`src/design/rln_pkg.sv`:
```
// Shared constants for the row L2 normalizer.
package rln_pkg;

    localparam int MAX_ROW_DEF   = 64;
    localparam int ELEM_BITS_DEF = 16;

    localparam int ELEM_W_MAX  = 16;
    localparam int LEN_W       = 7;
    localparam int SUM_W       = 37;
    localparam int MAG_W       = ELEM_W_MAX + 1;
    localparam int Q_BITS      = 15;
    localparam int OUT_W       = Q_BITS + 1;
    localparam int FRAC_SHIFT  = 2 * Q_BITS;
    localparam int ACC_W       = 68;
    localparam int K_W         = $clog2(Q_BITS);

endpackage

```
`src/design/rln_norm_unit.sv`:
```
// Bit-serial search for the largest q with q*q*sum <= mag*mag*2^30.
module rln_norm_unit
    import rln_pkg::*;
(
    input  logic               clk,
    input  logic               rst_n,
    input  logic               start,
    input  logic [MAG_W-1:0]   mag,
    input  logic [SUM_W-1:0]   sum,
    output logic               done,
    output logic [Q_BITS-1:0]  q
);

    logic                busy_reg;
    logic                busy_next;
    logic                done_reg;
    logic                done_next;
    logic [K_W-1:0]      k_reg;
    logic [K_W-1:0]      k_next;
    logic [ACC_W-1:0]    t_reg;
    logic [ACC_W-1:0]    t_next;
    logic [ACC_W-1:0]    p_reg;
    logic [ACC_W-1:0]    p_next;
    logic [ACC_W-1:0]    r_reg;
    logic [ACC_W-1:0]    r_next;
    logic [ACC_W-1:0]    sk_reg;
    logic [ACC_W-1:0]    sk_next;
    logic [Q_BITS-1:0]   q_reg;
    logic [Q_BITS-1:0]   q_next;
    logic [2*MAG_W-1:0]  mag_sq;
    logic [ACC_W-1:0]    cand;
    logic                fit;

    assign mag_sq = mag * mag;
    assign cand   = p_reg + r_reg + sk_reg;
    assign fit    = (cand <= t_reg);

    always_comb
    begin
        busy_next = busy_reg;
        done_next = 1'b0;
        k_next    = k_reg;
        t_next    = t_reg;
        p_next    = p_reg;
        r_next    = r_reg;
        sk_next   = sk_reg;
        q_next    = q_reg;
        if (start)
        begin
            busy_next = 1'b1;
            k_next    = K_W'(Q_BITS - 1);
            t_next    = ACC_W'(mag_sq) << FRAC_SHIFT;
            p_next    = '0;
            r_next    = '0;
            sk_next   = ACC_W'(sum) << (2 * (Q_BITS - 1));
            q_next    = '0;
        end
        else if (busy_reg)
        begin
            sk_next = sk_reg >> 2;
            if (fit)
            begin
                p_next = cand;
                r_next = (r_reg >> 1) + sk_reg;
                q_next = q_reg | (Q_BITS'(1) << k_reg);
            end
            else
            begin
                r_next = r_reg >> 1;
            end
            if (k_reg == '0)
            begin
                busy_next = 1'b0;
                done_next = 1'b1;
            end
            else
            begin
                k_next = k_reg - K_W'(1);
            end
        end
    end

    always_ff @(posedge clk or negedge rst_n)
    begin
        if (!rst_n)
        begin
            busy_reg <= 1'b0;
            done_reg <= 1'b0;
        end
        else
        begin
            busy_reg <= busy_next;
            done_reg <= done_next;
        end
    end

    always_ff @(posedge clk)
    begin
        k_reg  <= k_next;
        t_reg  <= t_next;
        p_reg  <= p_next;
        r_reg  <= r_next;
        sk_reg <= sk_next;
        q_reg  <= q_next;
    end

    assign done = done_reg;
    assign q    = q_reg;

endmodule

```
`src/design/row_l2_normalizer.sv`:
```
// Row L2 normalizer: stores a row, sums squares, emits each element over the row norm in Q1.15.
//
//  channel | signals                          | word
//  --------+----------------------------------+--------------------------------
//  in      | in_valid, in_ready               | element_value
//  out     | out_valid, out_ready             | norm_value, row_end
//  cfg     | cfg_valid, cfg_ready             | row_length
//
//  An element is accepted whenever in_valid and in_ready are both high; the row lands in a one-port RAM.
//  Each result passes through one RAM read, one setup state, 15 steps of the bit-serial norm unit,
//  its registered done flag and the load of the output register.
//  Reset clears the fill count, the square sum and the control; the RAM is not cleared.
//  in_ready stays low while a row is being emitted; a stalled output holds the unit.
module row_l2_normalizer
    import rln_pkg::*;
#(
    parameter int MAX_ROW   = MAX_ROW_DEF,
    parameter int ELEM_BITS = ELEM_BITS_DEF
)
(
    input  logic                    clk,
    input  logic                    rst_n,
    input  logic                    cfg_valid,
    output logic                    cfg_ready,
    input  logic [LEN_W-1:0]        row_length,
    input  logic                    in_valid,
    output logic                    in_ready,
    input  logic signed [ELEM_W_MAX-1:0] element_value,
    output logic                    out_valid,
    input  logic                    out_ready,
    output logic signed [OUT_W-1:0] norm_value,
    output logic                    row_end
);

    localparam int ELEM_W = (ELEM_BITS < ELEM_W_MAX) ? ELEM_BITS : ELEM_W_MAX;
    localparam int CNT_W  = $clog2(MAX_ROW + 1);
    localparam int ADDR_W = (MAX_ROW > 1) ? $clog2(MAX_ROW) : 1;

    typedef enum logic [2:0] {
        S_FILL,
        S_READ,
        S_START,
        S_ITER,
        S_EMIT
    } state_t;

    state_t                    state_reg;
    logic [LEN_W-1:0]          row_length_reg;
    logic [CNT_W-1:0]          fill_reg;
    logic [CNT_W-1:0]          count_reg;
    logic [CNT_W-1:0]          idx_reg;
    logic [SUM_W-1:0]          sum_reg;
    logic signed [ELEM_W-1:0]  rd_data_reg;
    logic signed [OUT_W-1:0]   norm_reg;
    logic                      row_end_reg;
    logic                      out_valid_reg;

    logic signed [ELEM_W-1:0]  row_mem [MAX_ROW];

    logic [LEN_W-1:0]          len_eff;
    logic [CNT_W-1:0]          fill_idx;
    logic [CNT_W-1:0]          fill_inc;
    logic signed [ELEM_W-1:0]  x_in;
    logic signed [MAG_W-1:0]   x_in_ext;
    logic [MAG_W-1:0]          a_in;
    logic [2*MAG_W-1:0]        a_sq;
    logic                      in_fire;
    logic                      row_done;
    logic signed [MAG_W-1:0]   x_rd_ext;
    logic [MAG_W-1:0]          a_rd;
    logic                      unit_start;
    logic                      unit_done;
    logic [Q_BITS-1:0]         unit_q;
    logic signed [OUT_W-1:0]   q_signed;
    logic                      emit_fire;
    logic                      last_item;

    always_comb
    begin
        if (row_length_reg == '0)
            len_eff = LEN_W'(1);
        else if (row_length_reg > LEN_W'(MAX_ROW))
            len_eff = LEN_W'(MAX_ROW);
        else
            len_eff = row_length_reg;
    end

    assign fill_idx = (fill_reg >= CNT_W'(MAX_ROW)) ? CNT_W'(MAX_ROW - 1) : fill_reg;
    assign fill_inc = fill_idx + CNT_W'(1);
    assign row_done = (LEN_W'(fill_inc) >= len_eff);

    assign x_in     = element_value[ELEM_W-1:0];
    assign x_in_ext = MAG_W'(x_in);
    assign a_in     = x_in_ext[MAG_W-1] ? MAG_W'(-x_in_ext) : MAG_W'(x_in_ext);
    assign a_sq     = a_in * a_in;

    assign x_rd_ext = MAG_W'(rd_data_reg);
    assign a_rd     = x_rd_ext[MAG_W-1] ? MAG_W'(-x_rd_ext) : MAG_W'(x_rd_ext);

    assign in_ready   = (state_reg == S_FILL);
    assign in_fire    = in_valid && in_ready;
    assign cfg_ready  = 1'b1;
    assign unit_start = (state_reg == S_START);
    assign emit_fire  = (state_reg == S_EMIT) && (!out_valid_reg || out_ready);
    assign last_item  = ((idx_reg + CNT_W'(1)) == count_reg);

    always_comb
    begin
        if (sum_reg == '0)
            q_signed = '0;
        else if (rd_data_reg[ELEM_W-1])
            q_signed = -$signed({1'b0, unit_q});
        else
            q_signed = $signed({1'b0, unit_q});
    end

    rln_norm_unit u_norm
    (
        .clk   (clk),
        .rst_n (rst_n),
        .start (unit_start),
        .mag   (a_rd),
        .sum   (sum_reg),
        .done  (unit_done),
        .q     (unit_q)
    );

    always_ff @(posedge clk)
    begin
        if (in_fire)
            row_mem[fill_idx[ADDR_W-1:0]] <= x_in;
        if (state_reg == S_READ)
            rd_data_reg <= row_mem[idx_reg[ADDR_W-1:0]];
    end

    always_ff @(posedge clk or negedge rst_n)
    begin
        if (!rst_n)
        begin
            state_reg      <= S_FILL;
            row_length_reg <= LEN_W'(MAX_ROW_DEF);
            fill_reg       <= '0;
            count_reg      <= '0;
            idx_reg        <= '0;
            sum_reg        <= '0;
            out_valid_reg  <= 1'b0;
            norm_reg       <= '0;
            row_end_reg    <= 1'b0;
        end
        else
        begin
            if (cfg_valid && cfg_ready)
                row_length_reg <= row_length;
            if (out_valid_reg && out_ready && !emit_fire)
                out_valid_reg <= 1'b0;
            case (state_reg)
                S_FILL:
                begin
                    if (in_fire)
                    begin
                        sum_reg <= sum_reg + SUM_W'(a_sq);
                        if (row_done)
                        begin
                            fill_reg  <= '0;
                            count_reg <= fill_inc;
                            idx_reg   <= '0;
                            state_reg <= S_READ;
                        end
                        else
                        begin
                            fill_reg <= fill_inc;
                        end
                    end
                end
                S_READ:
                begin
                    state_reg <= S_START;
                end
                S_START:
                begin
                    state_reg <= S_ITER;
                end
                S_ITER:
                begin
                    if (unit_done)
                        state_reg <= S_EMIT;
                end
                S_EMIT:
                begin
                    if (emit_fire)
                    begin
                        norm_reg      <= q_signed;
                        row_end_reg   <= last_item;
                        out_valid_reg <= 1'b1;
                        if (last_item)
                        begin
                            sum_reg   <= '0;
                            state_reg <= S_FILL;
                        end
                        else
                        begin
                            idx_reg   <= idx_reg + CNT_W'(1);
                            state_reg <= S_READ;
                        end
                    end
                end
                default:
                begin
                    state_reg <= S_FILL;
                end
            endcase
        end
    end

    assign out_valid  = out_valid_reg;
    assign norm_value = norm_reg;
    assign row_end    = row_end_reg;

endmodule

```
`config.mk`:
```
export PLATFORM = sky130hd
export DESIGN_NAME = row_l2_normalizer
export DESIGN_NICKNAME = d
export VERILOG_FILES = /design/src/design/rln_pkg.sv /design/src/design/rln_norm_unit.sv /design/src/design/row_l2_normalizer.sv
export SDC_FILE = /design/constraint.sdc
export NUM_CORES = 2
export LEC_CHECK = 0
export BUFFER_PORTS_ARGS = -buffer_cell sky130_fd_sc_hd__buf_2
export CAP_MARGIN = 10
export CORE_MARGIN = 2
export CORE_UTILIZATION = 35
export CTS_CLUSTER_DIAMETER = 150
export DETAILED_ROUTE_END_ITERATION = 10
export MAX_ROUTING_LAYER = met4
export RECOVER_POWER = 50
export SLEW_MARGIN = 10
export SYNTH_ARGS = -nofsm -noshare
export SYNTH_HDL_FRONTEND = slang
export SYNTH_HIERARCHICAL = 1
export SYNTH_SLANG_ARGS = --single-unit
```
`constraint.sdc`:
```
create_clock -name clk -period 7.6 [get_ports clk]
set_clock_uncertainty 0.1 [all_clocks]
set_input_delay 2.28 -clock clk [delete_from_list [all_inputs] [get_ports clk]]
set_output_delay 2.28 -clock clk [all_outputs]
set_load 0.1 [all_outputs]
```
* After elaboration in Yosys (flattened, before gate mapping)
Memories as Yosys holds them, arrays and structs flattened. A register that Yosys moved wholly into a read port is not among the register bits.
Index checks and enable logic that the tools add are counted.
** Operators by class
- Order comparisons :: 4
- $add $sub $neg :: 10
- Multiplexer cells :: 37
- Equality and inequality tests :: 11
- Reductions and logical operators :: 21
- Multiply operators :: 2
- Div/mod/pow operators :: 0
- Shifts and indexed selects :: 1
- Bitwise logic cells :: 2
** Operators with widths (number)
- 2-to-1 mux 65 bit :: 2
- 2-to-1 mux 37 bit :: 3
- one-hot mux 37 bit (2 select lines) :: 1
- adder 67 x 65 -> 68 bit :: 1
- adder 68 x 65 -> 68 bit :: 1
- adder 68 bit :: 1
- <= comparator 68 x 64 -> 1 bit :: 1
- multiplier 17 x 17 -> 34 bit :: 2
- 2-to-1 mux 68 bit :: 1
- 2-to-1 mux 7 bit :: 8
- adder 37 x 34 -> 37 bit :: 1
- logical NOT 37 bit :: 1
- 2-to-1 mux 17 bit :: 2
- negation 16 -> 17 bit :: 2
- 2-to-1 mux 16 bit :: 2
- negation 15 -> 16 bit :: 1
- OR 15 bit :: 1
- one-hot mux 3 bit (5 select lines) :: 1
- << shifter 1 x 4 -> 15 bit (first input constant) :: 1
- adder 7 x 1 -> 7 bit (second input constant) :: 2
- one-hot mux 7 bit (2 select lines) :: 1
- 2-to-1 mux 1 bit :: 12
- 2-to-1 mux 3 bit :: 4
- AND reduction 2 bit :: 4
- other kinds (21) :: 32
** Storage, ports and cells
- Bits in latches :: 0
- Input port bits :: 28
- Logic and storage cells :: 107
- Bits in writable memories :: 1024
- Memories :: 1
- Bits in read-only memories :: 0
- Register bits after elaboration :: 342
- Output and inout port bits :: 20
** Memories
- row_mem :: words 64, width 16, rd ports 1, clocked after Yosys merged registers in 1, wr ports 1, line row_l2_normalizer.sv:58 : logic signed [ELEM_W-1:0] row_mem [MAX_ROW];

* Depth between registers and ports, before layout
- Depth in word-level cells :: 8
- Gate-level depth with buffers :: 35
- Gate-level depth less buffers :: 32

* Hierarchy
The synthesis kept the hierarchy.
** Modules (own cells, without submodules)
- row_l2_normalizer :: times used 1, cells an instance 3134, seq. area each 33383.3 um2, area an instance 53587.6 um2
- rln_norm_unit :: times used 1, cells an instance 3074, seq. area each 5815.6 um2, area an instance 27223.6 um2

* Worst setup path before layout
Ideal clock, no wire load.
- Kind :: input port to flip-flop
- From :: input port element_value[6]
- To :: register sum_reg[36]
- Buffers on the path :: 2
- Cell stages on the path :: 30
- Setup time :: 0.131 ns
- Setup slack :: -1.886 ns
- Data required time :: 7.369 ns
- Arrival :: 9.255 ns
- Cell sequence :: or4_4 > nor4_2 > and2b_1 > nand2_1 > o21ai_1 > xnor2_1 > buf_1 > inv_2 > nor2_1 > inv_1 > fa_1 > fa_1 > inv_1 > fa_1 > fa_1 > fa_1 > inv_1 > fa_1 > inv_1 > ha_1 > buf_2 > and4_4 > and3_1 > a211oi_1 > o211ai_1 > a41oi_1 > o21ai_1 > a2111oi_1 > or3_1 > a22oi_1
** Between the ends
- Cells in the longest elaborated chain, start to end :: 6
** RTL lines
- from (decl) :: line row_l2_normalizer.sv:28 : input logic signed [ELEM_W_MAX-1:0] element_value,
- negation 16 -> 17 bit :: line row_l2_normalizer.sv:94 : assign a_in = x_in_ext[MAG_W-1] ? MAG_W'(-x_in_ext) : MAG_W'(x_in_ext);
- 2-to-1 mux 17 bit * :: line row_l2_normalizer.sv:94
- multiplier 17 x 17 -> 34 bit * :: line row_l2_normalizer.sv:95 : assign a_sq = a_in * a_in;
- adder 37 x 34 -> 37 bit * :: line row_l2_normalizer.sv:161 : sum_reg <= sum_reg + SUM_W'(a_sq);
- 2-to-1 mux 37 bit * :: line row_l2_normalizer.sv:159 : if (in_fire)
- one-hot mux 37 bit (2 select lines) * :: line row_l2_normalizer.sv:156 : case (state_reg)
- to (signal assigned) :: line row_l2_normalizer.sv:161
- to (decl) :: line row_l2_normalizer.sv:52 : logic [SUM_W-1:0] sum_reg;
Mark *: on every way between the ends. The rest lies on a longest branch, timed or not. The select of a mux whose other input is x is not followed.
A chain may end at the register's enable or synchronous reset.

* Final worst setup path
Same ends and word-level chain as after synthesis.

==> results.cfg <==
[cts]
cts.sinks = 1381
tritoncts = done
root_buffer = clkbuf_16
worstSkewPairLatency_ps = 850
cts_hold_buffers = 0
cts.path.max_buffers = 3
numCtsBuffers = 157
htree_levels = 4
clk_pin_slew_ps = 50

[sta]
final_hold_viol_count = 0
finalSetupViolCount = 28
rsz0062_at_grt = yes
period_needed_ps = 8950
fin_ws_ps = -1350
tightest_slew_ps = 2000
fin_crit_sh = 1.18
drv_slew = 35
max_slew_margin = -0.331
fmax_mhz = 112

[critical_path]
crit_family = adder cells
critPathMostFrequentCell = fa_1
end_kind = flip-flop
cp.arrival_ps = 9550
max_stage_delay_ps = 650
critPathMaxFanout = 4
critPathBufInv = 9
regToRegSetupSlack_ps = -60
crit_required_ps = 8200
worstSetupStartpointType = primary input
path_class = in2reg
crit_slowest_cell = or4_4

[synth]
ys_ff_latch = 1381
ys_warn_count = 6
ys_types = 99
synth_top_area_frac = 0.412
synthesis.area_sq_um = 80800
synthMostInstantiatedCell = edfxtp_1
seq_area_frac_synth = 0.485
synthFlopType = edfxtp_1
synthArstFlopShare = 0.0637
synth_commonest_cells = edfxtp_1 (1110), inv_1 (748), fa_1 (478)
syn_avg_cell_area_sq_um = 13.0
synth.area.top_cells = edfxtp_1 (41%), fa_1 (12%), mux4_2 (9.4%)
synth_top_cell_by_area = edfxtp_1
synth-edff-count = 1110
postSynthCellCount = 6208

[final_layout]
multi_input_area_sq_um = 39800
final_nets = 7846
layoutNonFillerInstCount = 10100
largest_reg_flops = 1024
area_growth_pct = 20.3
fillers = 21000
ff_latch_area_sq_um = 39200
drive_above_1_share = 0.244

[route]
firstDrtPassIters = 6
wl_mm = 217
drt_iter0_markers = 3888
ant_nets = 0
via_count = 52000
wl_per_cell_um = 21.5
route.detailed.drc = 0
vias_per_cell = 5.16

[global_routing]
grt_antenna_before_repair = 3
gr-total-overflow = 0
grt_pass1_wl_mm = 330
grt_max_degree = 105
grt_use_total = 0.188
grt_pass1_vias = 53600

[die]
core-area_sq_um = 230000
die_h_um = 485
initial_core_util = 0.352
row_count = 176
die_w_um = 485
ios = 48
die-area_sq_um = 235000

[placement]
finalWeightedCongestion = 0.910
dpl.hpwl_mm = 152
placed_cells = 9699
port_buffers = 46

[status]
violations = max-capacitance violations, max-slew violations, negative setup slack
status = complete, but fails checks

[flow_run]
cap_violations = 1

[worst_hold_path]
hold_path.class = reg2reg
## final timing paths
kind	start	end	cells after the start
max	element_value[6]	sum_reg[36]$_DFFE_PN0P_	31
min	u_norm/p_reg[4]$_SDFFE_PP0P_	u_norm/p_reg[4]$_SDFFE_PP0P_	2
max reg2reg	rd_data_reg[2]$_DFFE_PP_	u_norm/t_reg[63]$_DFFE_PP_	33
min reg2reg	u_norm/p_reg[4]$_SDFFE_PP0P_	u_norm/p_reg[4]$_SDFFE_PP0P_	2
max in group asynchronous	rst_n	u_norm/busy_reg$_DFF_PN0_	2
min in group asynchronous	rst_n	out_valid$_DFF_PN0_	1
## area by class of cell
cell class                 count  area share
multi-input combinational   3856       0.409
sequential                  1381       0.403
timing repair buffer         770      0.0643
clock buffer                 196      0.0425
tap                         3026      0.0389
inverter                     760      0.0296
clock inverter                85      0.0122
antenna                        2   0.0000515
## cell usage in the layout (no fill, tap or decap), types with 31 or more instances in the layout
| cell type | count |
|---|---|
| a21o_1 | 119 |
| buf_6 | 52 |
| edfxtp_1 | 1110 |
| buf_4 | 636 |
| xnor2_1 | 140 |
| xor2_1 | 85 |
| nand2b_1 | 35 |
| and2_1 | 64 |
| o21ai_1 | 35 |
| nand2_1 | 422 |
| and3_1 | 31 |
| fa_1 | 455 |
| conb_1 | 48 |
| o21bai_1 | 48 |
| dfxtp_1 | 180 |
| mux2i_1 | 83 |
| a211oi_1 | 64 |
| clkbuf_16 | 159 |
| a22o_1 | 50 |
| ha_1 | 379 |
| nand3_1 | 48 |
| inv_1 | 706 |
| o21ai_0 | 115 |
| nand4_1 | 39 |
| buf_2 | 39 |
| nor3_1 | 37 |
| dfrtp_1 | 82 |
| inv_2 | 46 |
| mux4_2 | 336 |
| a31oi_1 | 44 |
| a21oi_1 | 248 |
| o21a_1 | 38 |
| clkbuf_1 | 43 |
| nor2_1 | 336 |
## metal layers
layer  vias up  track usage  routed length [um]
li1      23600            -                   -
met1     26700        0.245               92200
met2      1385        0.312              108000
met3       238       0.0254               11800
met4         0       0.0453                5240
met5         -            -                   0
## worst reg2reg max path: cells and delay by family (launching register included)
| family | cells | cell delay [ps] |
|---|---|---|
| AO/OA/AOI/OAI | 9 | 1680 |
| adder cells (fa/ha/maj) | 7 | 3120 |
| flip-flops | 1 | 440 |
| AND/OR/NAND/NOR | 4 | 710 |
| buffers and inverters | 11 | 1110 |
| XOR/XNOR | 2 | 220 |
## metrics by stage
| stage | hold WS [ps] | util | area (sq um) | setup WS, ps | setup TNS, ps |
|---|---|---|---|---|---|
| after floorplan | 357 | - | 81200 | -1610 | -29240 |
| after detailed placement | 372 | 0.388 | 89200 | -2510 | -104040 |
| after global routing | 399 | 0.423 | 97200 | -1540 | -31500 |
| after CTS | 381 | 0.417 | 95700 | -1190 | -19350 |
| after global placement | 368 | 0.388 | 89200 | -2360 | -105480 |
| final | 374 | 0.423 | 97200 | -1350 | -24490 |
## kinds of logic (layout without fill, tap and decap cells)
group | count (synthesis) | after routing | share of synthesized area
buffers and inverters | 1017 | 1811 | 0.0485
muxes | 436 | 436 | 0.106
xor gates and xnor gates | 251 | 251 | 0.0274
and+or+nand+nor | 1239 | 1239 | 0.0697
DFF | 1381 | 1381 | 0.485
AOI/OAI and AO/OA | 990 | 990 | 0.0804
adders and majority gates | 892 | 892 | 0.183
other | 2 | 50 | 0.0000929
## repair_timing
item                                    in CTS  in global routing
pin swaps                                  111                186
setup buffers                               46                 60
gates cloned                                 0                  2
endpoints found under the setup margin     184                189
gates resized for setup                    188                263
Power is left out: the tool's default activity adds up to more than one toggle a clock period on the data nets, which glitch-free logic cannot reach.
